===== src/rtl/anagram_group_classifier_unit_macros.svh =====
// Assertion macros for the anagram group classifier.
`ifndef ANAGRAM_GROUP_CLASSIFIER_UNIT_MACROS_SVH
`define ANAGRAM_GROUP_CLASSIFIER_UNIT_MACROS_SVH

// The consequent must hold in the same cycle as the antecedent.
`define AGC_ASSERT_NOW(label, clk, rst, ante, cons, msg) \
   label: assert property (@(posedge clk) disable iff (rst) (ante) |-> (cons)) \
      else $error(msg);

// The consequent must hold in the cycle after the antecedent.
`define AGC_ASSERT_NEXT(label, clk, rst, ante, cons, msg) \
   label: assert property (@(posedge clk) disable iff (rst) (ante) |=> (cons)) \
      else $error(msg);

`endif


===== src/rtl/agc_pkg.sv =====
`default_nettype none

package agc_pkg;

   localparam int MAX_LEN      = 64;
   localparam int MAX_GROUPS   = 64;
   localparam int ALPHABET     = 26;
   localparam int MAX_WORDS    = 4096;

   localparam int LETTER_W     = 5;
   localparam int COUNT_W      = 7;
   localparam int GROUP_ID_W   = 6;
   localparam int STATUS_W     = 2;
   localparam int WORD_INDEX_W = 12;

   localparam int LEN_W   = $clog2(MAX_LEN + 1);
   localparam int GCNT_W  = $clog2(MAX_GROUPS + 1);
   localparam int ROT_W   = (MAX_GROUPS > 1) ? $clog2(MAX_GROUPS) : 1;
   localparam int WORDS_W = $clog2(MAX_WORDS);

   localparam logic [LETTER_W-1:0] LAST_LETTER = LETTER_W'(ALPHABET - 1);

   typedef logic [COUNT_W-1:0] count_type;
   typedef count_type [ALPHABET-1:0] signature_type;

   typedef enum logic [STATUS_W-1:0] {
      STATUS_MATCH = 2'd0,
      STATUS_NEW   = 2'd1,
      STATUS_FULL  = 2'd2,
      STATUS_LONG  = 2'd3
   } status_type;

   typedef enum logic [1:0] {
      ST_IDLE,
      ST_SEARCH,
      ST_RESULT
   } state_type;

   typedef struct packed {
      logic shift;
      logic write;
   } cell_ctrl_type;

   typedef struct packed {
      logic                accept;
      logic [LETTER_W-1:0] letter;
      logic                has_letter;
      logic                new_batch;
      logic                clear;
   } bank_ctrl_type;

endpackage

`default_nettype wire


===== src/rtl/agc_group_cell.sv =====
`default_nettype none

module agc_group_cell (
   input  wire logic                   clock,
   input  wire agc_pkg::cell_ctrl_type ctrl,
   input  wire agc_pkg::signature_type shift_in,
   input  wire agc_pkg::signature_type write_data,
   output agc_pkg::signature_type      sig
);

   agc_pkg::signature_type sig_ff, sig_in;

   always_comb begin
      sig_in = sig_ff;
      if (ctrl.write) begin
         sig_in = write_data;
      end else if (ctrl.shift) begin
         sig_in = shift_in;
      end
   end

   always_ff @(posedge clock) begin
      sig_ff <= sig_in;
   end

   assign sig = sig_ff;

endmodule

`default_nettype wire


===== config.mk =====
export PLATFORM = sky130hd
export DESIGN_NAME = agc_group_cell
export DESIGN_NICKNAME = d
export VERILOG_FILES = /design/src/rtl/anagram_group_classifier_unit_macros.svh /design/src/rtl/agc_pkg.sv /design/src/rtl/agc_group_cell.sv
export SDC_FILE = /design/constraint.sdc
export NUM_CORES = 1
export LEC_CHECK = 0
export BUFFER_PORTS_ARGS = -buffer_cell sky130_fd_sc_hd__buf_2
export CAP_MARGIN = 40
export CORE_AREA = 2 2 211 213
export CTS_CLUSTER_SIZE = 8
export DETAILED_ROUTE_END_ITERATION = 10
export DIE_AREA = 0 0 213 215
export PLACE_DENSITY = 0.53
export SLEW_MARGIN = 20
export SYNTH_ARGS = -nofsm -noshare
export SYNTH_HDL_FRONTEND = slang
export SYNTH_SLANG_ARGS = --single-unit

===== constraint.sdc =====
create_clock -name clock -period 4.8 [get_ports clock]
set_input_delay 1.2 -clock clock [delete_from_list [all_inputs] [get_ports clock]]
set_output_delay 1.2 -clock clock [all_outputs]
set_load 0.05 [all_outputs]

==> metrics.yaml, run 1 <==
outcome: "completed"
nets: 1309
cts_tree: "yes"
finalCritPeriodShare: 0.5021
drt_wl_total_um: 26230
ys_seq_elements: 182
finalSetupViolations: 0
largest_register_ffs: 182
synth_warnings: 0
grt_pass1_wl_um: 35870
hold_class: "in -> reg"
max-cap-violations: 0
cts_root_buffer: "clkbuf_16"
yosysSeqAreaShare: 0.7061
cts_setup_buffers: 0
place.gp.congestion: 0.7639
stdcell_count: 1552
drt-initial-drc-count: 155
rsz0062_at_grt: "false"
numCtsBuffers: 17
drive_above_1_share: 0.8052
port_buffers: 548
hold_depth: 2
synth_cell_types: 5
critPathArrivalTime_ns: 2.63
drcViolationCount: 0
cts.repair.resized: 0
mostFrequentLayoutCell: "buf_2"
crit_fanout: 54
relSlewSlack: 0.5284
gr-usage-all-layers: 0.1127
grt_pass1_vias: 5787
synthToLayoutAreaGrowth_pct: 52.31
drtPass1Iterations: 4
leakage_nw: 5.102
end_kind: "flop"
yosys.area.top_type: "edfxtp_1"
fmax_ghz: 0.4149
synth.area.top_cells: "edfxtp_1 (71%), mux2_2 (26%), buf_6 (2.8%)"
io_pins: 549
worstPathRequired_ns: 5.02
placed_area_sq_um: 11140
post-dp-hpwl_um: 21080
die_x_um: 213
drtAntennaViolNets: 0
dp_cells: 1515
fin_area_sq_um: 11790
ir_drop_mv: 0.2841
synth_nets: 752
grt_overflow_total: 0
cts_max_path_buffers: 2
design.die.area_sq_um: 45800
viasPerCell: 3.629
antenna_found_initial: 13
grt_max_degree: 94
tightest_slew_ns: 0.7073
final_cell_mix: "buf_2 (547), mux2_2 (182), edfxtp_1 (182)"
total_power_mw: 4.729
synthCells: 385
core-area_sq_um: 43640
critical_path_class: "in -> reg"
initial_utilization: 0.1773
start_kind: "input pin"
cts.sinks: 182
tns_ns: 0
route.vias.total: 5632
synth_top_area_frac: 0.7061
die_y_um: 215
holdBufCountCts: 0
clkTransAtPathRegs_ns: 0.07
wl_per_cell_um: 16.90
slew_violations: 0
avgSynthCellArea_sq_um: 20.10
row_count: 77
power_density_nw_per_um2: 401.2
cts.htree.levels: 4
netlist_area_sq_um: 7740
hold_viol: 0
fin_crit_ns: 2.410
==> Yosys cell counts <==
| cell | number |
|---|---|
| edfxtp_1 | 182 |
| mux2_2 | 182 |
| buf_6 | 19 |
| buf_2 | 1 |
| or2_2 | 1 |
==> per-stage QoR <==
stage                 util  worst slack (ns)  hold slack, ns
finish              0.2701             2.390           1.019
global placement    0.2548             1.690           1.502
CTS                 0.2698             2.350          0.9583
floorplan                -            0.6350           1.420
global route        0.2700             2.333          0.9762
detailed placement  0.2552             1.877           1.504
==> where the power goes <==
part / switching (mW) / internal (mW) / total, mW
registers: 0.0451 / 1.95 / 2.00
logic: 0.835 / 0.334 / 1.17
clock network: 0.638 / 0.927 / 1.56
total: 1.52 / 3.21 / 4.73
==> metal layers <==
layer  vias to the layer above  share of wire  global-route usage
met5                         -              0                   0
met4                         0          0.029             0.06294
met3                        40           0.11             0.05246
met2                       355           0.52              0.2008
met1                      2597           0.34              0.1054
li1                       2640              -                   -
==> critical path: stages <==
cell and delay [ns]:
buf_6 0.30, buf_4 0.62, mux2_2 0.41
==> worst paths after layout <==
path | from | end | slack [ns]
setup / recovery | ctrl[0] | sig[55] | 2.39
hold / removal | shift_in[126] | sig[126] | 1.02
==> cells by family (layout without fill, tap and decap cells) <==
group | Yosys count | in the layout | synth area share
mux | 182 | 182 | 0.2648
other cells | 0 | 5 | 0
simple gates | 1 | 1 | 0.0008088
flops | 182 | 182 | 0.7061
buf+inv | 20 | 590 | 0.02829
==> layout make-up <==
class | count | area, sq um
fillers | 4565 | 31850
flip-flops and latches | 182 | 5465
repair buffers | 558 | 2874
multi-input cells | 183 | 2058
well taps | 592 | 740.7
clock buffers | 21 | 440.4
clock inverters | 11 | 197.7
diodes | 5 | 12.51
(Power assumes the default switching activity.)
==> run 2: changes to the inputs <==
==> constraint.sdc (replaced) <==
create_clock -name clock -period 2.3 [get_ports clock]
set_input_delay 0.575 -clock clock [delete_from_list [all_inputs] [get_ports clock]]
set_output_delay 0.575 -clock clock [all_outputs]
set_load 0.05 [all_outputs]
==> run 2 against run 1 <==
  * Flip-flop and latch count unchanged
  * Worst setup slack lost 1.8 ns
  * Final cell count grew 0.19%
  * Non-clock buffer count is 7 higher
  * Hold slack got worse by 0.62 ns
  * Power grew 100%
  * Largest cell class unchanged
==> metrics.yaml, run 2 (synthesized netlist as in run 1, its figures left out) <==
nets: 1316
antenna_found_initial: 12
gr-usage-all-layers: 0.1154
critPathArrivalTime_ns: 1.16
grt_pass1_vias: 5928
holdBufCountCts: 0
pre_cts_slack_ns: 0.4538
critical_path_class: "reg -> out"
place.gp.congestion: 0.8315
viasPerCell: 3.692
hold_viol: 0
wl_per_cell_um: 17.41
rsz0062_at_grt: "false"
slew_violations: 0
post-dp-hpwl_um: 22020
fin_crit_ns: 1.739
outcome: "completed"
finalCritPeriodShare: 0.7559
crit_family: "flip-flops"
total_power_mw: 9.477
grt_overflow_total: 0
drcViolationCount: 0
final_cell_mix: "buf_2 (547), mux2_2 (182), edfxtp_1 (182)"
design.die.area_sq_um: 45800
grt_max_degree: 77
cts_root_buffer: "clkbuf_16"
die_x_um: 213
drtPass1Iterations: 4
hold_class: "in -> reg"
core-area_sq_um: 43640
cts.repair.resized: 0
drt_wl_total_um: 27070
start_kind: "flop"
largest_register_ffs: 182
crit_fanout: 1
initial_utilization: 0.1773
cts_max_path_buffers: 2
cts_setup_buffers: 0
max-cap-violations: 0
mostFrequentLayoutCell: "buf_2"
ir_drop_mv: 0.5672
leakage_nw: 5.103
synthToLayoutAreaGrowth_pct: 52.20
port_buffers: 548
cts.sinks: 182
die_y_um: 215
cts_tree: "yes"
cpMaxStageDelayCell: "edfxtp_1"
fmax_ghz: 0.5752
worstPathCellList: "buf_2"
relSlewSlack: 0.7048
cts.htree.levels: 4
numCtsBuffers: 17
clkTransAtPathRegs_ns: 0.07
drt-initial-drc-count: 202
max_stage_delay_ns: 0.41
finalSetupViolations: 0
io_pins: 549
crit_buf_inv: 1
end_kind: "output port"
drtAntennaViolNets: 0
route.vias.total: 5741
tightest_slew_ns: 0.4428
drive_above_1_share: 0.8050
power_density_nw_per_um2: 804.5
grt_pass1_wl_um: 36960
worst_slack_ns: 0.5614
row_count: 77
worstPathRequired_ns: 1.73
run 2: changes by cell type in the layout (fill, tap and decap cells not counted), sizes merged:
cell and delta:
buf +7, bufinv -3, clkbuf -2, clkinv +2, clkinvlp +1, diode -1
inv -1
run 2: metal layers:
metal | global-route usage | up-vias | share of wire
met5 | 0 | - | 0.00089
met4 | 0.04499 | 4 | 0.021
met3 | 0.05159 | 43 | 0.10
met2 | 0.2049 | 347 | 0.51
met1 | 0.1174 | 2695 | 0.37
li1 | - | 2652 | -
run 2: final timing paths:
kind / startpoint / endpoint / slack, ns / cells past startpoint
worst max-delay path: sig[170] / sig[170] / 0.56 / 1
worst min-delay path: shift_in[86] / sig[86] / 0.40 / 2
run 2: cell type report:
cell class,instances,area [sq um]
Clock buffer,19,432.9
Sequential cell,182,5465
Timing Repair Buffer,565,2964
Antenna cell,4,10.01
Fill cell,4565,31860
Clock inverter,10,108.9
Tap cell,592,740.7
Multi-Input combinational cell,183,2058
run 2: power breakdown:
group	switching [mW]	internal, mW	leakage [nW]
Clock	1.27	1.57	0.258
Combinational	1.76	0.712	2.99
Sequential	0.102	4.07	1.85
run 2: per-stage QoR:
stage          area, sq um  utilization  hold WS, ns  TNS, ns  std cells
6_report             11780       0.2699       0.4006        0       1555
3_5_place_dp         11230       0.2573       0.8798        0       1522
2_1_floorplan         7755            -       0.7948   -52.20        385
5_1_grt              11770       0.2697       0.3669        0       1552
4_1_cts              11770       0.2697       0.3412        0       1551
3_3_place_gp         11230       0.2573       0.8758        0       1522
