==> src/rtl/anagram_group_classifier_unit_macros.svh <==
// Assertion macros for the anagram group classifier.
`ifndef ANAGRAM_GROUP_CLASSIFIER_UNIT_MACROS_SVH
`define ANAGRAM_GROUP_CLASSIFIER_UNIT_MACROS_SVH

// The consequent must hold in the same cycle as the antecedent.
`define AGC_ASSERT_NOW(label, clk, rst, ante, cons, msg) \
   label: assert property (@(posedge clk) disable iff (rst) (ante) |-> (cons)) \
      else $error(msg);

// The consequent must hold in the cycle after the antecedent.
`define AGC_ASSERT_NEXT(label, clk, rst, ante, cons, msg) \
   label: assert property (@(posedge clk) disable iff (rst) (ante) |=> (cons)) \
      else $error(msg);

`endif

==> src/rtl/agc_pkg.sv <==
`default_nettype none

package agc_pkg;

   localparam int MAX_LEN      = 64;
   localparam int MAX_GROUPS   = 64;
   localparam int ALPHABET     = 26;
   localparam int MAX_WORDS    = 4096;

   localparam int LETTER_W     = 5;
   localparam int COUNT_W      = 7;
   localparam int GROUP_ID_W   = 6;
   localparam int STATUS_W     = 2;
   localparam int WORD_INDEX_W = 12;

   localparam int LEN_W   = $clog2(MAX_LEN + 1);
   localparam int GCNT_W  = $clog2(MAX_GROUPS + 1);
   localparam int ROT_W   = (MAX_GROUPS > 1) ? $clog2(MAX_GROUPS) : 1;
   localparam int WORDS_W = $clog2(MAX_WORDS);

   localparam logic [LETTER_W-1:0] LAST_LETTER = LETTER_W'(ALPHABET - 1);

   typedef logic [COUNT_W-1:0] count_type;
   typedef count_type [ALPHABET-1:0] signature_type;

   typedef enum logic [STATUS_W-1:0] {
      STATUS_MATCH = 2'd0,
      STATUS_NEW   = 2'd1,
      STATUS_FULL  = 2'd2,
      STATUS_LONG  = 2'd3
   } status_type;

   typedef enum logic [1:0] {
      ST_IDLE,
      ST_SEARCH,
      ST_RESULT
   } state_type;

   typedef struct packed {
      logic shift;
      logic write;
   } cell_ctrl_type;

   typedef struct packed {
      logic                accept;
      logic [LETTER_W-1:0] letter;
      logic                has_letter;
      logic                new_batch;
      logic                clear;
   } bank_ctrl_type;

endpackage

`default_nettype wire

==> src/rtl/agc_count_bank.sv <==
`default_nettype none

module agc_count_bank (
   input  wire logic                   clock,
   input  wire logic                   reset,
   input  wire agc_pkg::bank_ctrl_type ctrl,
   output agc_pkg::signature_type      counts,
   output logic                        overflow
);

   localparam int LEN_W   = agc_pkg::LEN_W;
   localparam int COUNT_W = agc_pkg::COUNT_W;

   agc_pkg::signature_type counts_ff, counts_in;
   logic [LEN_W-1:0]       length_ff, length_in;
   logic                   overflow_ff, overflow_in;

   always_comb begin
      counts_in   = counts_ff;
      length_in   = length_ff;
      overflow_in = overflow_ff;
      if (ctrl.clear) begin
         counts_in   = '0;
         length_in   = '0;
         overflow_in = 1'b0;
      end else if (ctrl.accept) begin
         if (ctrl.new_batch) begin
            counts_in   = '0;
            length_in   = '0;
            overflow_in = 1'b0;
         end
         if (ctrl.has_letter && (ctrl.letter <= agc_pkg::LAST_LETTER)) begin
            if (length_in >= LEN_W'(agc_pkg::MAX_LEN)) begin
               overflow_in = 1'b1;
            end else begin
               counts_in[ctrl.letter] = counts_in[ctrl.letter] + COUNT_W'(1);
               length_in              = length_in + LEN_W'(1);
            end
         end
      end
   end

   always_ff @(posedge clock) begin
      if (reset) begin
         counts_ff   <= '0;
         length_ff   <= '0;
         overflow_ff <= 1'b0;
      end else begin
         counts_ff   <= counts_in;
         length_ff   <= length_in;
         overflow_ff <= overflow_in;
      end
   end

   assign counts   = counts_ff;
   assign overflow = overflow_ff;

endmodule

`default_nettype wire

==> config.mk <==
export PLATFORM = sky130hd
export DESIGN_NAME = agc_count_bank
export DESIGN_NICKNAME = d
export VERILOG_FILES = /design/src/rtl/anagram_group_classifier_unit_macros.svh /design/src/rtl/agc_pkg.sv /design/src/rtl/agc_count_bank.sv
export SDC_FILE = /design/constraint.sdc
export NUM_CORES = 1
export LEC_CHECK = 0
export BUFFER_PORTS_ARGS = -buffer_cell sky130_fd_sc_hd__buf_2
export CAP_MARGIN = 20
export CORE_MARGIN = 4
export CORE_UTILIZATION = 60
export CTS_BUF_LIST = sky130_fd_sc_hd__clkbuf_8
export CTS_CLUSTER_DIAMETER = 100
export CTS_CLUSTER_SIZE = 14
export DETAILED_ROUTE_END_ITERATION = 10
export HOLD_SLACK_MARGIN = 0.06
export PLACE_DENSITY = 0.82
export SLEW_MARGIN = 15
export SYNTH_ARGS = -nofsm -noshare
export SYNTH_HDL_FRONTEND = slang
export SYNTH_SLANG_ARGS = --single-unit
==> constraint.sdc <==
create_clock -name clock -period 8.9 [get_ports clock]
set_clock_uncertainty 0.1 [all_clocks]
set_input_delay 0.89 -clock clock [delete_from_list [all_inputs] [get_ports clock]]
set_output_delay 0.89 -clock clock [all_outputs]
set_load 0.02 [all_outputs]
==> results of run 1 <==
## stage by stage
stage	util (%)	cell area, µm²	power [W]
2_1_floorplan	-	9380	0.000993
3_3_place_gp	67.9	10400	0.00104
3_5_place_dp	67.9	10400	0.00104
4_1_cts	70.8	10800	0.00166
5_1_grt	70.8	10800	0.00171
6_report	70.8	10800	0.00168
## per-layer routing
metal	wire length, µm	part of all wire (%)	vias up
met5	0	0	-
met4	1260	3.6	0
met3	5410	16	134
met2	14600	42	952
met1	13200	38	4781
li1	-	-	4324
## critical path, stage by stage
cell and delay [ps]:
buf_2 80, buf_4 610, nor2b_1 220, nor2_1 930
nand2_1 350, nor2_1 680, o21ai_0 550, a32oi_1 350
nor2_1 60
## cell usage after synthesis (all sizes together), types with 5 or more instances
library cell and number:
o22a 5, a22oi 62, a311oi 6, a32oi 71, nand2b 7, nor2b 22
mux4 15, o221ai 15, dfxtp 190, inv 23, clkbuf 57, nand4 7
buf 35, o22ai 5, o31ai 34, mux2i 34, nor3b 8, nand2 65
nand3 51, a21oi 41, nor2 182, nor3 13, a21o 5, a31oi 9
o21ai 54, or2 6
## state kept, by name (all words and copies together) (netlist names)
signal	cells
counts	182
length_ff	7
overflow	1
## cell type report
class | instances | area (µm²)
tap | 211 | 264
timing repair buffer | 214 | 1130
clock inverter | 13 | 183
antenna | 1 | 2.50
sequential | 190 | 3800
fill | 1237 | 4450
multi-input combinational | 773 | 5080
inverter | 23 | 86.3
clock buffer | 19 | 262
## power breakdown
part / internal, W / total, W / switching [W]
clock network: 0.000322 / 0.000644 / 0.000322
logic: 0.0000372 / 0.000187 / 0.000150
registers: 0.000850 / 0.000851 / 0.000000926
total: 0.00121 / 0.00168 / 0.000472
## cell families (layout without fill, tap and decap cells)
| logic type | after synthesis | count (layout) | synth area share, % |
|---|---|---|---|
| AO/OA/AOI/OAI | 330 | 330 | 26.5 |
| XOR/XNOR | 6 | 6 | 0.560 |
| adder cells (fa/ha/maj) | 2 | 2 | 0.267 |
| buffers and inverters | 115 | 269 | 5.75 |
| flip-flops | 190 | 190 | 40.6 |
| multiplexers | 53 | 53 | 7.71 |
| other | 0 | 1 | 0 |
| AND/OR/NAND/NOR | 382 | 382 | 18.7 |
## how the worst max path moves through the flow
stage,start,end,slack [ps],cells past startpoint
after floorplan,ctrl[1],counts[60],5400,12
after global placement,ctrl[3],counts[125],4230,12
after detailed placement,ctrl[3],counts[97],4100,12
after CTS,ctrl[3],counts[97],4590,12
after global routing,ctrl[3],counts[97],4240,12
final,ctrl[1],counts[121],4380,9
==> impl_metrics.yaml, run 1 <==
run_status:
  status: "complete, no violations"
clocking:
  clockBufferDepth: 2
  clk_transition_reported_paths_ps: 100
  hold_buffers: 0
  post_cts_resized: 0
  htreeDepth: 4
  cts_buffers: 17
  cts_setup_buffers: 0
  cts.sink_count: 190
  cts-root-buf: "clkbuf_8"
  cts_tree: "yes"
  insertion_delay_ps: 490
grt:
  antenna_found_initial: 1
  grt_max_degree: 82
  grt_util_met2_pct: 52.4
  grt_util_all_layers_pct: 37.0
  grt_pass1_vias: 9093
  grt.busiest_layer: "met2"
  grt_overflow: 0
  use_met1_pct: 52.3
  grt_pass1_wl_mm: 52.0
  grt_use_met3_pct: 12.4
worst_setup_path:
  worstReg2RegStart: "length_ff[6]"
  reg2regPathDepth: 7
  critical_path_arrival_ps: 4780
  regToRegSetupSlack_ps: 5150
  startpoint_type: "input pin"
  worstReg2RegEnd: "counts[121]"
  worstPathRequired_ps: 9150
  crit_fanout: 73
  crit_type: "input pin to register"
  cp-end-kind: "register"
synth:
  synth_cell_type_count: 68
  syn_nets: 1091
  yosysTopAreaCell: "dfxtp_1"
  syn_avg_cell_area_um2: 8.70
  syn_area_um2: 9380
  yosysWarnings: 0
  ys_ff_latch: 190
  synthCells: 1078
  ys_async_sr_fraction_pct: 0
  synth_ff_type: "dfxtp_1"
  yosysSeqAreaShare_pct: 40.6
  synth.area.top_cells: "dfxtp_1 41%, nor2_1 7.2%, a32oi_1 6.6%, a22oi_1 5.0%, mux2i_1 3.6%"
  synth_edf_count: 0
  synthDominantCellAreaShare_pct: 40.6
routing:
  firstDrtPassIters: 8
  vias_per_cell: 7.06
  wire_per_inst_um: 23.9
  drc: 0
  wirelength_mm: 34.5
  dr.first_iter.drc_count: 1826
  via_count: 10191
  ant_nets: 0
layout:
  mostFrequentLayoutCell: "buf_2"
  syn_to_final_growth_pct: 15.3
  fin_nets: 1232
  final_cells: 1444
  most-common-layout-cells: "192 x buf_2, 190 x dfxtp_1, 180 x nor2_1, 71 x a32oi_1, 65 x nand2_1"
  layout-drive-gt1-share_pct: 24.4
floorplan:
  die_h_um: 133
  pin_count: 194
  dieArea_um2: 17700
  coreArea_um2: 15300
  initial_utilization_pct: 61.5
  die_x_um: 133
  std_cell_rows: 45
pwr:
  peakVddDrop_mv: 0.0879
  p_leak_nw: 4.16
  p_per_area_nw_per_um2: 156
hold_path:
  min_from: "overflow"
  hold_path.class: "register to register"
  hold_depth: 2
  min_to: "overflow"
timing:
  drv_slew: 0
  fin_crit_ps: 4520
  setup_ws_ps: 4380
  slew_headroom_pct: 12.0
  tns_ps: 0
  rsz0062_at_grt: "no"
  whs_ps: 374
  tightest_slew_ps: 1320
  period_share_pct: 50.8
  hold_viol_final: 0
  clock.fmax_mhz: 221
  finalSetupViolCount: 0
placed_design:
  placed_cells: 1411
  pre_cts_ws_ps: 4100
  gp_congestion: 0.999
  dp_hpwl_mm: 23.8
  portBuffers: 193
flow_run:
  max_cap_viol_count: 0
Note: power is estimated with default switching activity, not from simulation.
==> run 2, diff against run 1 <==
--- a/config.mk
+++ b/config.mk
@@ -5,16 +5,17 @@
 export SDC_FILE = /design/constraint.sdc
 export NUM_CORES = 1
 export LEC_CHECK = 0
+export ABC_AREA = 1
 export BUFFER_PORTS_ARGS = -buffer_cell sky130_fd_sc_hd__buf_2
 export CAP_MARGIN = 20
 export CORE_MARGIN = 4
-export CORE_UTILIZATION = 60
+export CORE_UTILIZATION = 54
 export CTS_BUF_LIST = sky130_fd_sc_hd__clkbuf_8
 export CTS_CLUSTER_DIAMETER = 100
 export CTS_CLUSTER_SIZE = 14
 export DETAILED_ROUTE_END_ITERATION = 10
 export HOLD_SLACK_MARGIN = 0.06
-export PLACE_DENSITY = 0.82
+export PLACE_DENSITY = 0.76
 export SLEW_MARGIN = 15
 export SYNTH_ARGS = -nofsm -noshare
 export SYNTH_HDL_FRONTEND = slang
==> constraint.sdc (replaced) <==
create_clock -name clock -period 4 [get_ports clock]
set_clock_uncertainty 0.1 [all_clocks]
set_input_delay 0.4 -clock clock [delete_from_list [all_inputs] [get_ports clock]]
set_output_delay 0.4 -clock clock [all_outputs]
set_load 0.02 [all_outputs]
==> run 2 against run 1 <==
Area after synthesis is 28% higher. First-iteration DRC count is 23% higher. Critical endpoint is now counts[102]. Largest power group unchanged. Critical path type unchanged. Hold slack worse by 37 ps. Design area is 26% higher.
==> impl_metrics.yaml, run 2 <==
layout:
  mostFrequentLayoutCell: "nand2_1"
  antennaDiodeCount: 0
  layout-drive-gt1-share_pct: 14.8
  syn_to_final_growth_pct: 13.9
  utilization_pct: 62.5
  fin_nets: 2123
  final_cells: 2402
  fin_area_um2: 13600
  largest_reg_flops: 182
  most-common-layout-cells: "485 x nand2_1, 323 x a21oi_1, 229 x o21ai_0, 192 x buf_2, 190 x dfxtp_1"
synth:
  synthCells: 1981
  synth_xor_area_share_pct: 0
  synthAdderAreaFrac_pct: 0.209
  synth_top_family_by_area: "compound AO/OA/AOI/OAI gates"
  synthDominantCellAreaShare_pct: 31.7
  synthMuxAreaShare_pct: 0
  synth_most_common_cell: "nand2_1"
  synth_edf_count: 0
  synth_commonest_cells: "485 x nand2_1, 323 x a21oi_1, 229 x o21ai_0"
  ys_async_sr_fraction_pct: 0
  syn_nets: 1994
  synth_ff_type: "dfxtp_1"
  ys_ff_latch: 190
  synth.area.top_cells: "dfxtp_1 32%, nand2_1 15%, a21oi_1 13%, o21ai_0 9.6%, nor2_1 5.8%"
  syn_avg_cell_area_um2: 6.05
  yosysTopAreaCell: "dfxtp_1"
  yosysSeqAreaShare_pct: 31.7
  synth-simple-area-share_pct: 24.9
  syn_area_um2: 12000
  synth_compound_area_share_pct: 32.5
  yosysWarnings: 0
  synth_cell_type_count: 36
pwr:
  power_frac_seq_pct: 46.4
  p_switching_w: 0.00155
  p_leak_nw: 5.50
  intPower_w: 0.00272
  swShare_pct: 36.4
  p_per_area_nw_per_um2: 313
  peakVddDrop_mv: 0.209
  combPwrFrac_pct: 22.1
  clockPowerShare_pct: 31.5
grt:
  antenna_found_initial: 3
  grt_max_degree: 92
  grt_util_all_layers_pct: 39.4
  grt_overflow: 0
  grt_pass1_wl_mm: 76.7
  grt_pass1_vias: 13363
routing:
  vias_per_cell: 6.30
  wirelength_mm: 49.9
  firstDrtPassIters: 8
  wire_per_inst_um: 20.8
  via_count: 15131
  dr.first_iter.drc_count: 2240
  ant_nets: 0
  drc: 0
placed_design:
  placed_cells: 2371
  portBuffers: 193
  dp_hpwl_mm: 34.3
  gp_congestion: 0.987
  placed_area_um2: 13300
clocking:
  htreeDepth: 4
  cts_buffers: 17
  cts_setup_buffers: 0
  insertion_delay_ps: 480
  clockBufferDepth: 2
  post_cts_resized: 0
  clk_transition_reported_paths_ps: 110
  cts_tree: "yes"
  hold_buffers: 0
  cts.sink_count: 190
  cts-root-buf: "clkbuf_8"
worst_setup_path:
  worstReg2RegStart: "counts[119]"
  crit_fanout: 12
  cp_top_family: "simple AND/OR/NAND/NOR gates"
  slowest_delay_ps: 370
  crit_path_top_delay_cell: "nor2_2"
  cp-end-kind: "register"
  startpoint_type: "input pin"
  crit_chain: "buf_2 > inv_2 > nand2_1 > nor2_2 > inv_1 > nor2_2 > nand2_1 > nand4_1 > nor2_1 > nand2_1 > inv_1 > ha_1 > nand2_1 > nor2_2 > nand2_1 > nand2_2 > inv_2 > nand2_1 > o211ai_1 > a21oi_1"
  critical_path_buf_inv_count: 5
  crit_top_cell: "nand2_1"
  critical_path_arrival_ps: 3540
  startpoint: "ctrl[5]"
  worstPathRequired_ps: 4240
  crit_type: "input pin to register"
timing:
  slew_headroom_pct: 43.5
  tns_ps: 0
  clock.fmax_mhz: 303
  hold_viol_final: 0
  period_share_pct: 82.5
  rsz0062_at_grt: "no"
  finalSetupViolCount: 0
  tightest_slew_ps: 848
  fin_crit_ps: 3300
  drv_slew: 0
floorplan:
  die_h_um: 157
  coreArea_um2: 21800
  std_cell_rows: 54
  pin_count: 194
  dieArea_um2: 24600
  die_x_um: 157
  initial_utilization_pct: 54.9
flow_run:
  max_cap_viol_count: 0
run_status:
  status: "complete, no violations"
hold_path:
  min_from: "ctrl[8]"
  hold_path.class: "input pin to register"
run 2: cells by family (layout without fill, tap and decap cells):
| kind of cell | count (synthesis) | after routing |
|---|---|---|
| buffers and inverters | 312 | 453 |
| AO/OA/AOI/OAI | 721 | 721 |
| flip-flops | 190 | 190 |
| AND/OR/NAND/NOR | 756 | 756 |
| adder cells (fa/ha/maj) | 2 | 2 |
run 2: final cells by class:
| type | instances | area, µm² |
|---|---|---|
| Clock buffer | 18 | 248 |
| Clock inverter | 13 | 145 |
| Fill cell | 2168 | 8180 |
| Timing Repair Buffer | 255 | 1550 |
| Tap cell | 280 | 350 |
| Inverter | 167 | 634 |
| Sequential cell | 190 | 3800 |
| Multi-Input combinational cell | 1479 | 6920 |
run 2: per-stage QoR:
stage | hold WS [ps] | setup WS (ps) | power, W
2_1_floorplan | 343 | 997 | 0.00258
3_5_place_dp | 361 | 369 | 0.00293
3_3_place_gp | 354 | 353 | 0.00293
6_report | 337 | 699 | 0.00427
4_1_cts | 318 | 869 | 0.00424
5_1_grt | 339 | 502 | 0.00441
run 2: worst paths after layout:
kind	slack, ps	cells after the start	endpoint
setup / recovery	700	20	counts[102]
hold / removal	340	4	counts[70]
setup reg to reg	1080	16	counts[100]
hold reg to reg	370	2	length_ff[0]
run 2: power by group through the flow:
stage,combinational [W],sequential (W),clock (W)
final,0.000943,0.00198,0.00135
after floorplan,0.000509,0.00207,0
after global placement,0.000903,0.00202,0
after CTS,0.000910,0.00198,0.00135
after detailed placement,0.000907,0.00202,0
after global routing,0.00100,0.00199,0.00142
run 2: worst reg2reg max path, delay by kind of cell, from the launching register on:
family,cells,cell delay [ps]
AOI/OAI and AO/OA,3,520
adders and majority gates,1,250
buffers and inverters,5,680
DFF,1,340
and+or+nand+nor,7,940
run 2: metal layers:
layer / up-vias / part of all wire, % / global-route usage [%]
li1: 6952 / - / -
met1: 6920 / 42 / 58.0
met2: 1101 / 41 / 55.6
met3: 154 / 14 / 10.4
met4: 4 / 3.3 / 13.2
met5: - / 0.068 / 0
